**config.mk**
```make
export PLATFORM = sky130hd
export DESIGN_NAME = ndef_record_stream_parser_unit
export DESIGN_NICKNAME = d
export VERILOG_FILES = /design/src/hw/rtl/ndefrsp_pkg.sv /design/src/hw/rtl/ndef_record_stream_parser_unit.sv /design/src/hw/rtl/ndefrsp_parser.sv
export SDC_FILE = /design/constraint.sdc
export NUM_CORES = 1
export LEC_CHECK = 0
export BUFFER_PORTS_ARGS = -buffer_cell sky130_fd_sc_hd__buf_2
export CAP_MARGIN = 20
export CORE_MARGIN = 2
export CORE_UTILIZATION = 40
export DETAILED_ROUTE_END_ITERATION = 6
export GPL_TIMING_DRIVEN = 0
export MAX_ROUTING_LAYER = met4
export SYNTH_ARGS = -nofsm -noshare
export SYNTH_HDL_FRONTEND = slang
export SYNTH_HIERARCHICAL = 1
export SYNTH_SLANG_ARGS = --single-unit
export TNS_END_PERCENT = 5
```
**constraint.sdc**
```tcl
create_clock -name clk -period 9.7 [get_ports clk]
set_clock_uncertainty 0.15 [all_clocks]
set_input_delay 1.94 -clock clk [delete_from_list [all_inputs] [get_ports clk]]
set_output_delay 1.94 -clock clk [all_outputs]
set_load 0.005 [all_outputs]
```
**src/hw/rtl/ndefrsp_pkg.sv**
```systemverilog
`timescale 1ns / 1ps

package ndefrsp_pkg;

  // Parse phase; the data phases double as their byte kind code
  typedef enum logic [2:0] {
    PH_HEADER      = 3'd0,
    PH_TYPE_LEN    = 3'd1,
    PH_PAYLOAD_LEN = 3'd2,
    PH_ID_LEN      = 3'd3,
    PH_TYPE        = 3'd4,
    PH_ID          = 3'd5,
    PH_PAYLOAD     = 3'd6
  } phase_t;

  localparam logic [2:0] KIND_HEADER      = 3'd0;
  localparam logic [2:0] KIND_TYPE_LEN    = 3'd1;
  localparam logic [2:0] KIND_PAYLOAD_LEN = 3'd2;
  localparam logic [2:0] KIND_ID_LEN      = 3'd3;
  localparam logic [2:0] KIND_TYPE        = 3'd4;
  localparam logic [2:0] KIND_ID          = 3'd5;
  localparam logic [2:0] KIND_PAYLOAD     = 3'd6;
  localparam logic [2:0] KIND_IGNORED     = 3'd7;

  localparam logic [1:0] ST_OK        = 2'd0;
  localparam logic [1:0] ST_MALFORMED = 2'd1;
  localparam logic [1:0] ST_TOO_MANY  = 2'd2;
  localparam logic [1:0] ST_OVERFLOW  = 2'd3;

  // Header flag bit positions
  localparam int FLAG_MB_BIT = 7;
  localparam int FLAG_ME_BIT = 6;
  localparam int FLAG_SR_BIT = 4;
  localparam int FLAG_IL_BIT = 3;

  localparam logic [15:0] CAPACITY_RESET = 16'd1024;
  localparam logic [1:0]  REG_STORAGE_CAPACITY = 2'd0;

  typedef struct packed {
    logic [7:0] field_byte;
    logic [2:0] byte_kind;
    logic [3:0] record_index;
    logic [2:0] record_tnf;
    logic       record_end;
    logic       message_done;
    logic [1:0] status;
  } result_t;

endpackage

```
**src/hw/rtl/ndef_record_stream_parser_unit.sv**
```systemverilog
`timescale 1ns / 1ps

// Channel   Direction  Handshake          Payload
// input     in         in_valid/in_stall  data_byte, last_byte
// output    out        out_valid/out_stall field_byte, byte_kind, record_index,
//                                          record_tnf, record_end, message_done, status
// config    in         APB write/read     storage_capacity at byte address 0
//
// One item per cycle while the output is not stalled: each byte is parsed from the parse state
// registers into the result register, so results appear in the cycle after acceptance.
// The only stall path is a full result register that is itself stalled.
// Reset (synchronous) clears the parse state and sets storage_capacity to 1024.
// The last byte of a message returns the parse state to reset; the capacity stays.

module ndef_record_stream_parser_unit #(
  parameter int MAX_RECORDS    = 16,
  parameter int MAX_TYPE_BYTES = 32,
  parameter int MAX_ID_BYTES   = 32
) (
  input  logic        clk,
  input  logic        rst,
  input  logic        in_valid,
  output logic        in_stall,
  input  logic [7:0]  data_byte,
  input  logic        last_byte,
  output logic        out_valid,
  input  logic        out_stall,
  output logic [7:0]  field_byte,
  output logic [2:0]  byte_kind,
  output logic [3:0]  record_index,
  output logic [2:0]  record_tnf,
  output logic        record_end,
  output logic        message_done,
  output logic [1:0]  status,
  input  logic        psel,
  input  logic        penable,
  input  logic        pwrite,
  input  logic [1:0]  paddr,
  input  logic [31:0] pwdata,
  output logic [31:0] prdata,
  output logic        pready
);

  logic                 accept;
  logic [15:0]          storage_capacity;
  ndefrsp_pkg::result_t res;
  ndefrsp_pkg::result_t result;

  assign in_stall = out_valid && out_stall;
  assign accept   = in_valid && !in_stall;
  assign pready   = 1'b1;
  assign prdata   = (paddr == ndefrsp_pkg::REG_STORAGE_CAPACITY) ?
                    {16'd0, storage_capacity} : 32'd0;

  always_ff @(posedge clk) begin
    if (rst) begin
      storage_capacity <= ndefrsp_pkg::CAPACITY_RESET;
    end else if (psel && penable && pwrite && pready &&
                 (paddr == ndefrsp_pkg::REG_STORAGE_CAPACITY)) begin
      storage_capacity <= pwdata[15:0];
    end
  end

  ndefrsp_parser #(
    .MAX_RECORDS    (MAX_RECORDS),
    .MAX_TYPE_BYTES (MAX_TYPE_BYTES),
    .MAX_ID_BYTES   (MAX_ID_BYTES)
  ) u_parser (
    .clk              (clk),
    .rst              (rst),
    .step             (accept),
    .data_byte        (data_byte),
    .last_byte        (last_byte),
    .storage_capacity (storage_capacity),
    .res              (res)
  );

  always_ff @(posedge clk) begin
    if (rst) begin
      out_valid <= 1'b0;
    end else if (accept) begin
      out_valid <= 1'b1;
    end else if (!out_stall) begin
      out_valid <= 1'b0;
    end
  end

  always_ff @(posedge clk) begin
    if (accept) begin
      result <= res;
    end
  end

  assign field_byte   = result.field_byte;
  assign byte_kind    = result.byte_kind;
  assign record_index = result.record_index;
  assign record_tnf   = result.record_tnf;
  assign record_end   = result.record_end;
  assign message_done = result.message_done;
  assign status       = result.status;

  a_status_only_when_done : assert property (@(posedge clk) disable iff (rst)
    out_valid && !message_done |-> status == ndefrsp_pkg::ST_OK)
    else $error("status set on a byte that does not end the message");

  a_ignored_is_blank : assert property (@(posedge clk) disable iff (rst)
    out_valid && (byte_kind == ndefrsp_pkg::KIND_IGNORED) |->
      !record_end && (record_index == 4'd0) && (record_tnf == 3'd0))
    else $error("ignored item carries record information");

  a_end_on_data_kind : assert property (@(posedge clk) disable iff (rst)
    out_valid && record_end |->
      (byte_kind != ndefrsp_pkg::KIND_HEADER) && (byte_kind != ndefrsp_pkg::KIND_TYPE_LEN) &&
      (byte_kind != ndefrsp_pkg::KIND_IGNORED))
    else $error("record end marked on a header, type length or ignored item");

endmodule

```
**src/hw/rtl/ndefrsp_parser.sv**
```systemverilog
`timescale 1ns / 1ps

module ndefrsp_parser #(
  parameter int MAX_RECORDS    = 16,
  parameter int MAX_TYPE_BYTES = 32,
  parameter int MAX_ID_BYTES   = 32
) (
  input  logic                 clk,
  input  logic                 rst,
  input  logic                 step,
  input  logic [7:0]           data_byte,
  input  logic                 last_byte,
  input  logic [15:0]          storage_capacity,
  output ndefrsp_pkg::result_t res
);

  localparam int CNT_W = $clog2(MAX_RECORDS + 1);

  ndefrsp_pkg::phase_t phase, phase_next;
  logic [CNT_W-1:0] record_count, record_count_next;
  logic [7:0]  header_flags, header_flags_next;
  logic [7:0]  type_len, type_len_next;
  logic [7:0]  id_len, id_len_next;
  logic [15:0] payload_len, payload_len_next;
  logic        payload_big, payload_big_next;
  logic [1:0]  length_left, length_left_next;
  logic [15:0] field_left, field_left_next;
  logic [15:0] storage_used, storage_used_next;
  logic [1:0]  error_code, error_code_next;
  logic        error_latched, error_latched_next;
  logic        overflow_pending, overflow_pending_next;
  logic        end_seen, end_seen_next;

  logic        ld_go, nf_go, finish, ld_bad;
  logic [2:0]  nf_from;
  logic [16:0] need;
  logic [17:0] fill_sum;
  logic [15:0] field_dec;
  logic [2:0]  kind;
  logic [3:0]  idx;
  logic [2:0]  tnf;
  logic [1:0]  status;

  always_comb begin
    phase_next            = phase;
    record_count_next     = record_count;
    header_flags_next     = header_flags;
    type_len_next         = type_len;
    id_len_next           = id_len;
    payload_len_next      = payload_len;
    payload_big_next      = payload_big;
    length_left_next      = length_left;
    field_left_next       = field_left;
    storage_used_next     = storage_used;
    error_code_next       = error_code;
    error_latched_next    = error_latched;
    overflow_pending_next = overflow_pending;
    end_seen_next         = end_seen;
    ld_go   = 1'b0;
    nf_go   = 1'b0;
    finish  = 1'b0;
    ld_bad  = 1'b0;
    nf_from = ndefrsp_pkg::PH_TYPE;
    need     = '0;
    fill_sum = '0;
    kind   = ndefrsp_pkg::KIND_IGNORED;
    idx    = '0;
    tnf    = '0;
    status = ndefrsp_pkg::ST_OK;
    field_dec = (field_left != 16'd0) ? field_left - 16'd1 : 16'd0;

    if (!error_latched) begin
      if (phase == ndefrsp_pkg::PH_HEADER) begin
        if (record_count >= CNT_W'(MAX_RECORDS)) begin
          error_latched_next = 1'b1;
          error_code_next    = ndefrsp_pkg::ST_TOO_MANY;
        end else if ((data_byte[ndefrsp_pkg::FLAG_MB_BIT] != (record_count == '0)) ||
                     end_seen) begin
          error_latched_next = 1'b1;
          error_code_next    = ndefrsp_pkg::ST_MALFORMED;
        end else begin
          header_flags_next = data_byte;
          type_len_next     = '0;
          id_len_next       = '0;
          payload_len_next  = '0;
          payload_big_next  = 1'b0;
          length_left_next  = '0;
          field_left_next   = '0;
          kind              = ndefrsp_pkg::KIND_HEADER;
          phase_next        = ndefrsp_pkg::PH_TYPE_LEN;
        end
      end else begin
        kind = phase;
        case (phase)
          ndefrsp_pkg::PH_TYPE_LEN: begin
            type_len_next    = data_byte;
            phase_next       = ndefrsp_pkg::PH_PAYLOAD_LEN;
            length_left_next = header_flags[ndefrsp_pkg::FLAG_SR_BIT] ? 2'd0 : 2'd3;
          end
          ndefrsp_pkg::PH_PAYLOAD_LEN: begin
            // Only whether the length exceeds 16 bits matters beyond the low half
            payload_len_next = {payload_len[7:0], data_byte};
            payload_big_next = payload_big | (payload_len[15:8] != 8'd0);
            if (length_left != 2'd0) begin
              length_left_next = length_left - 2'd1;
            end else if (header_flags[ndefrsp_pkg::FLAG_IL_BIT]) begin
              phase_next = ndefrsp_pkg::PH_ID_LEN;
            end else begin
              ld_go = 1'b1;
            end
          end
          ndefrsp_pkg::PH_ID_LEN: begin
            id_len_next = data_byte;
            ld_go       = 1'b1;
          end
          default: begin
            field_left_next = field_dec;
            if (field_dec == 16'd0) begin
              nf_go   = 1'b1;
              nf_from = 3'(phase) + 3'd1;
            end
          end
        endcase

        // All lengths known: check limits, then reserve storage
        if (ld_go) begin
          ld_bad = (type_len_next > 8'(MAX_TYPE_BYTES)) ||
                   (id_len_next > 8'(MAX_ID_BYTES)) || payload_big_next;
          if (ld_bad) begin
            error_latched_next = 1'b1;
            error_code_next    = ndefrsp_pkg::ST_MALFORMED;
          end else begin
            need     = 17'(type_len_next) + 17'(id_len_next) + 17'(payload_len_next);
            fill_sum = 18'(need) + 18'(storage_used);
            if (fill_sum > 18'(storage_capacity)) begin
              overflow_pending_next = 1'b1;
            end else begin
              storage_used_next = fill_sum[15:0];
            end
            nf_go   = 1'b1;
            nf_from = ndefrsp_pkg::PH_TYPE;
          end
        end

        // Advance to the next non-empty data field, or close the record
        if (nf_go) begin
          if ((nf_from <= ndefrsp_pkg::PH_TYPE) && (type_len_next != 8'd0)) begin
            phase_next      = ndefrsp_pkg::PH_TYPE;
            field_left_next = 16'(type_len_next);
          end else if ((nf_from <= ndefrsp_pkg::PH_ID) && (id_len_next != 8'd0)) begin
            phase_next      = ndefrsp_pkg::PH_ID;
            field_left_next = 16'(id_len_next);
          end else if ((nf_from <= ndefrsp_pkg::PH_PAYLOAD) &&
                       (payload_len_next != 16'd0)) begin
            phase_next      = ndefrsp_pkg::PH_PAYLOAD;
            field_left_next = payload_len_next;
          end else begin
            finish = 1'b1;
          end
        end

        if (finish) begin
          record_count_next = record_count + CNT_W'(1);
          phase_next        = ndefrsp_pkg::PH_HEADER;
          if (overflow_pending_next) begin
            overflow_pending_next = 1'b0;
            error_latched_next    = 1'b1;
            error_code_next       = ndefrsp_pkg::ST_OVERFLOW;
          end else if (header_flags[ndefrsp_pkg::FLAG_ME_BIT]) begin
            end_seen_next = 1'b1;
            if (!last_byte) begin
              error_latched_next = 1'b1;
              error_code_next    = ndefrsp_pkg::ST_MALFORMED;
            end
          end
        end
      end

      if (kind != ndefrsp_pkg::KIND_IGNORED) begin
        idx = 4'(record_count);
        tnf = header_flags_next[2:0];
      end
    end

    if (last_byte) begin
      if (error_latched_next) begin
        status = error_code_next;
      end else if (overflow_pending_next || (phase_next != ndefrsp_pkg::PH_HEADER) ||
                   !end_seen_next) begin
        status = ndefrsp_pkg::ST_MALFORMED;
      end else begin
        status = ndefrsp_pkg::ST_OK;
      end
    end

    res.field_byte   = data_byte;
    res.byte_kind    = kind;
    res.record_index = idx;
    res.record_tnf   = tnf;
    res.record_end   = finish;
    res.message_done = last_byte;
    res.status       = status;
  end

  always_ff @(posedge clk) begin
    if (rst || (step && last_byte)) begin
      // A message end returns the parse state to its reset values
      phase            <= ndefrsp_pkg::PH_HEADER;
      record_count     <= '0;
      header_flags     <= '0;
      type_len         <= '0;
      id_len           <= '0;
      payload_len      <= '0;
      payload_big      <= 1'b0;
      length_left      <= '0;
      field_left       <= '0;
      storage_used     <= '0;
      error_code       <= ndefrsp_pkg::ST_OK;
      error_latched    <= 1'b0;
      overflow_pending <= 1'b0;
      end_seen         <= 1'b0;
    end else if (step) begin
      phase            <= phase_next;
      record_count     <= record_count_next;
      header_flags     <= header_flags_next;
      type_len         <= type_len_next;
      id_len           <= id_len_next;
      payload_len      <= payload_len_next;
      payload_big      <= payload_big_next;
      length_left      <= length_left_next;
      field_left       <= field_left_next;
      storage_used     <= storage_used_next;
      error_code       <= error_code_next;
      error_latched    <= error_latched_next;
      overflow_pending <= overflow_pending_next;
      end_seen         <= end_seen_next;
    end
  end

endmodule

```
Word level (Yosys, flattened, before mapping)
Index checks and enable logic that the tools add are counted.

cells by class
  add/subtract/negate cells = 7
  $mul = 0
  divide/modulo/power cells = 0
  order comparisons = 7
  eq/ne operators = 9
  shift-type cells = 0
  multiplexer cells = 115
  bitwise operators = 8
  reductions and logical operators = 38

operators by type and width
  cell                     number
  $mux W16                 14
  $mux W8                  10
  $mux W3                  24
  $mux W1                  48
  $mux W2                  16
  $reduce_bool A16 Y1      2
  $reduce_bool A8 Y1       3
  $add A17 B16 Y18         1
  $gt A18 B16 Y1           1
  $add A17 B16 Y17         1
  $gt A8 B6 Y1 const B     2
  $logic_not A16 Y1        1
  $sub A16 B1 Y16 const B  1
  $reduce_and A6 Y1        2
  $add A8 B8 Y9            1
  $le A3 B3 Y1 const B     3
  $logic_and A1 B1 Y1      9
  $reduce_and A4 Y1        2
  $not A1 Y1               7
  $eq A3 B2 Y1 const B     2
  $logic_or A1 B1 Y1       6
  $pmux W3 S2              1
  $reduce_bool A3 Y1       2
  $add A5 B1 Y5 const B    1
  other kinds (21)         24

storage, ports and cells
  bits in registers = 126
  bits in latches = 0
  bits in writable memories = 0
  ROM bits = 0
  input port bits = 50
  memories kept = 0

Longest topological paths before layout
  word-level depth = 27
  mapped depth = 34
  mapped depth without buffers = 30

By module
Netlist, hierarchy kept.

modules (own cells, without submodules)
  module                          instances  cells each  area each (um^2)  seq. area each (um^2)
  ndefrsp_parser                  1          954         7,613.6           1,721.7
  ndef_record_stream_parser_unit  1          134         1,680.4           1,001.0

Least setup slack after synthesis
Ideal clock, no wire load.

  path type = in2reg
  from = in data_byte[0]
  to = reg result, in the netlist status[0] (data pin)
  library setup time = 0.269 ns
  arrival = 7.173 ns
  data required time = 9.281 ns
  path slack = 2.108 ns
  stages on the path = 27
  buffers on the path = 1
  cell sequence = clkbuf_1 -> mux2i_1 -> xor2_1 -> o21ai_0 -> ha_1 -> nor2_1 -> fa_1 -> inv_1 -> ha_1 -> inv_1 -> fa_1 -> nor2b_1 -> o31a_1 -> o311ai_0 -> a21oi_1 -> xor2_1 -> ha_1 -> and4_1 -> nand4_1 -> or2_2 -> o22a_1 -> a211o_1 -> o32ai_1 -> a211o_1 -> a21oi_1 -> nor4_1 -> a31oi_1

between the ends
  longest elaborated chain between the ends = 26
  elaborated cells on any way between the ends = 81
  classes of those cells = 3 x add/sub; 6 x order compare; 60 x mux; 12 x reduce/logical

RTL lines
  what                                                                       line                                  source
  start: declaration                                                         ndef_record_stream_parser_unit.sv:24  input logic [7:0] data_byte,
  parallel branches: the longest is 25 deep, another holds $add A17 B16 Y18  n/a
  $mux W2 *                                                                  ndefrsp_parser.sv:186                 if (error_latched_next) begin
  end signal: assignment                                                     ndef_record_stream_parser_unit.sv:90  result <= res;
  end: declaration                                                           ndef_record_stream_parser_unit.sv:47  ndefrsp_pkg::result_t result;

Every way passes the cells marked *. The select of a mux whose other input is x is not followed.
A chain may end at the register's enable or synchronous reset.

Worst setup path after layout
  from = reg u_parser.phase[1]
  to = reg result, in the netlist status[0] (data pin)

between the ends
  longest elaborated chain between the ends = 27
  elaborated cells on any way between the ends = 101
  classes of those cells = 4 x add/sub; 6 x order compare; 3 x eq/ne; 74 x mux; 14 x reduce/logical

RTL lines
  what                                                                       line                   source
  start: declaration                                                         ndefrsp_parser.sv:19   ndefrsp_pkg::phase_t phase, phase_next;
  start signal: assignment                                                   ndefrsp_parser.sv:208  phase <= ndefrsp_pkg::PH_HEADER;
  start signal: assignment                                                   ndefrsp_parser.sv:223  phase <= phase_next;
  parallel branches: the longest is 26 deep, another holds $add A17 B16 Y18  n/a
  $mux W2 *                                                                  ndefrsp_parser.sv:186

Marked as above.

==> results.cfg <==
[critical_path]
start_kind = register
required_ns = 9.71
arrival_ns = 9.04
path_max_fanout = 10
reg2reg_depth = 31
reg2reg_from = u_parser/phase[1]$_SDFFE_PP0P_
reg2reg_to = status[0]$_DFFE_PP_
crit_path_max_incr_delay_ns = 0.86
crit_start = u_parser/phase[1]$_SDFFE_PP0P_
slowest_stage = o32ai_1
endpoint = status[0]$_DFFE_PP_
cp-end-kind = register
r2r_slack_ns = 0.67
critPathKind = reg -> reg

[clock_tree]
cts_root_buffer = clkbuf_16
cts_max_path_buffers = 2
numCtsBuffers = 17
postCtsHoldBufs = 0
cts-resized-gates = 0
cts_sinks = 125
cts_setup_buffers = 0
cts.clk_slew.worst_paths_ns = 0.07
clock_latency_ns = 0.43
cts-htree-levels = 4
cts_tree = yes

[global_routing]
grt_overflow = 0
grt_pass1_vias = 7917
grt_pass1_wl_mm = 43.2
antenna_found_initial = 0
grt_max_degree = 20
grt.total_usage_pct = 23.5

[pwr]
power_density_nw_per_um2 = 164
p_int_mw = 1.12
p_sw_uw = 631
leakage_nw = 4.80
pwr-share-clk_pct = 37.1
power_frac_comb_pct = 30.9
swShare_pct = 36.1
ir_drop_mv = 0.124
p_seq_share_pct = 32.0

[sta]
rsz0062_at_grt = no
setup_tns_ns = 0
finalMaxSlewViolations = 0
fin_hold_ws_ns = 0.302
slew-limit-headroom_pct = 29.1
fmax_mhz = 111
min_period_ns = 9.03
hold_violations = 0
post-route-period-util_pct = 93.1
setup_viol = 0
worst_pin_slew_ns = 1.06

[logic_synthesis]
async_flop_share_pct = 0
synthSimpleGateAreaFrac_pct = 21.7
synthMuxAreaShare_pct = 8.94
synthXorXnorAreaFrac_pct = 2.54
synth_edf_count = 22
synth-seq-area-share_pct = 29.3
synthAdderAreaFrac_pct = 11.4
yosys_most_used_dff = dfxtp_1
yosys_warnings = 6
synth_cell_type_count = 90
synth.avg_cell_area_um2 = 8.54
ys_ff_latch = 125
syn_area_um2 = 9290
synth_top_family_by_area = simple AND/OR/NAND/NOR gates
synthCells = 1088
synth_compound_area_share_pct = 18.0

[routing]
initialDrtViolationCount = 634
drt_pass1_iterations = 5
drt-wirelength-per-cell_um = 18.3
routed_wl_mm = 27.4
postRouteAntennaNets = 0
num_vias = 8415
viasPerCell = 5.64
drc = 0

[cells_and_area]
finalInstanceArea_um2 = 10700
drive_above_1_share_pct = 15.7
syn_to_final_growth_pct = 14.8
fin_cells = 1493
diodes = 0
fin_nets = 1321
nFillCells = 2244

[die]
dieWidth_um = 156
core.rowCount = 55
io_pins = 107
start_util_pct = 40.9
core_area_um2 = 22700
die_y_um = 156
die_area_um2 = 24500

[worst_hold_path]
hp-class = reg -> reg

[placement]
place_area_um2 = 10100
dp_hpwl_mm = 21.2
dp.cells = 1461
port_buffers = 72
gp_congestion = 0.961

[flow_run]
maxCapViolCount = 0

[run_status]
status = complete, no violations
## power by group through the flow
| stage | combinational, mW | sequential, mW | clock, mW |
|---|---|---|---|
| final | 0.540 | 0.559 | 0.649 |
| after global routing | 0.588 | 0.561 | 0.682 |
| after CTS | 0.531 | 0.559 | 0.658 |
| after detailed placement | 0.528 | 0.570 | 0 |
| after global placement | 0.527 | 0.571 | 0 |
| after floorplan | 0.382 | 0.570 | 0 |
## cell usage after synthesis (4+ instances only)
master / number / area [um^2]
nor3_1: 45 / 225
a211o_1: 8 / 70.1
ha_1: 62 / 776
nand2_1: 48 / 180
mux2i_1: 74 / 741
dfxtp_1: 103 / 2060
fa_1: 14 / 280
buf_1: 6 / 22.5
or2_2: 5 / 31.3
o21ai_0: 40 / 200
nand2b_1: 36 / 225
a211oi_1: 14 / 105
nor4_1: 6 / 37.5
a21o_1: 14 / 105
and2_1: 21 / 131
clkbuf_1: 36 / 135
a21oi_1: 70 / 350
a221oi_1: 5 / 43.8
and4_1: 5 / 43.8
buf_2: 9 / 45.0
o21ai_1: 4 / 20.0
or3_1: 4 / 25.0
edfxtp_1: 22 / 661
nor2b_1: 7 / 43.8
a22oi_1: 20 / 150
a31oi_1: 6 / 37.5
o21bai_1: 8 / 60.1
nor2_1: 138 / 518
xor2_1: 11 / 96.3
and3_1: 6 / 37.5
o21a_1: 5 / 37.5
nor4_4: 4 / 85.1
nand3_1: 15 / 75.1
inv_1: 68 / 255
mux2_2: 7 / 78.8
xnor2_1: 16 / 140
buf_4: 32 / 240
a32oi_1: 4 / 35.0
nand4_1: 10 / 62.6
## final cells by class
type                       count  area [um^2]  area share (%)
inverter                      68          255            2.39
buffer                        87          497            4.65
sequential                   125         2720            25.5
multi-input combinational    823         5880            55.1
tap                          285          357            3.34
clock inverter                15          163            1.52
clock buffer                  17          425            3.99
timing repair buffer          73          375            3.52
## sequential cells by signal (all words and copies together), names as in the netlist, 2 cells and up
| signal | count |
|---|---|
| storage_capacity | 16 |
| u_parser/field_left | 16 |
| u_parser/payload_len | 16 |
| u_parser/storage_used | 16 |
| field_byte | 8 |
| u_parser/id_len | 8 |
| u_parser/type_len | 8 |
| u_parser/header_flags | 6 |
| u_parser/record_count | 5 |
| record_index | 4 |
| byte_kind | 3 |
| record_tnf | 3 |
| u_parser/phase | 3 |
| status | 2 |
| u_parser/error_code | 2 |
| u_parser/length_left | 2 |
## worst max-delay path: cells and delay by family (launching register included)
kind	cells	cell delay [ns]
DFF	1	0.33
and+or+nand+nor	6	1.30
muxes	1	0.60
xor gates and xnor gates	2	0.37
buffers and inverters	7	1.19
AOI/OAI and AO/OA	9	2.97
adders and majority gates	6	1.87
## how the worst min path moves through the flow
stage                                                 endpoint  depth (start not counted)  slack (ns)                                  from
after floorplan           u_parser/length_left[1]$_SDFFE_PP0P_                          2        0.28  u_parser/length_left[1]$_SDFFE_PP0P_
after CTS                 u_parser/length_left[1]$_SDFFE_PP0P_                          2        0.30  u_parser/length_left[1]$_SDFFE_PP0P_
final                     u_parser/length_left[1]$_SDFFE_PP0P_                          2        0.30  u_parser/length_left[1]$_SDFFE_PP0P_
after global routing      u_parser/length_left[1]$_SDFFE_PP0P_                          2        0.34  u_parser/length_left[1]$_SDFFE_PP0P_
after detailed placement  u_parser/length_left[1]$_SDFFE_PP0P_                          2        0.30  u_parser/length_left[1]$_SDFFE_PP0P_
after global placement    u_parser/length_left[1]$_SDFFE_PP0P_                          2        0.29  u_parser/length_left[1]$_SDFFE_PP0P_
## per-layer routing
layer / vias to the layer above / track usage (%) / part of all wire, %
met5: - / - / 0
met3: 55 / 3.90 / 6.0
met1: 4017 / 30.3 / 45
met4: 0 / 8.34 / 2.7
met2: 300 / 37.3 / 47
li1: 4043 / - / -
## stage by stage
| stage | setup slack [ns] | utilization, % | power [mW] |
|---|---|---|---|
| after floorplan | 2.11 | - | 0.951 |
| after global placement | 0.581 | 44.3 | 1.10 |
| after detailed placement | 0.521 | 44.4 | 1.10 |
| after CTS | 0.737 | 47.0 | 1.75 |
| after global routing | 0.277 | 47.0 | 1.83 |
| final | 0.669 | 47.0 | 1.75 |
## placed cells by master, fill, tap and decap left out, drive strengths merged, types with 17 or more instances in the layout
master	instances
conb	17
o21ai	45
and2	21
mux2i	74
nand2b	36
nor2	140
dfxtp	103
nor3	48
a21oi	72
clkbuf	53
nand2	49
edfxtp	22
ha	62
a22oi	20
inv	73
buf	124
## kinds of logic (layout without fill, tap and decap cells)
| family | Yosys count | after routing |
|---|---|---|
| compound gates | 243 | 243 |
| xor+xnor | 27 | 27 |
| fa+ha+maj | 76 | 76 |
| buf+inv | 155 | 260 |
| flops | 125 | 125 |
| mux | 82 | 82 |
| other cells | 2 | 17 |
| simple gates | 378 | 378 |
Power figures use the tool's default switching activity.
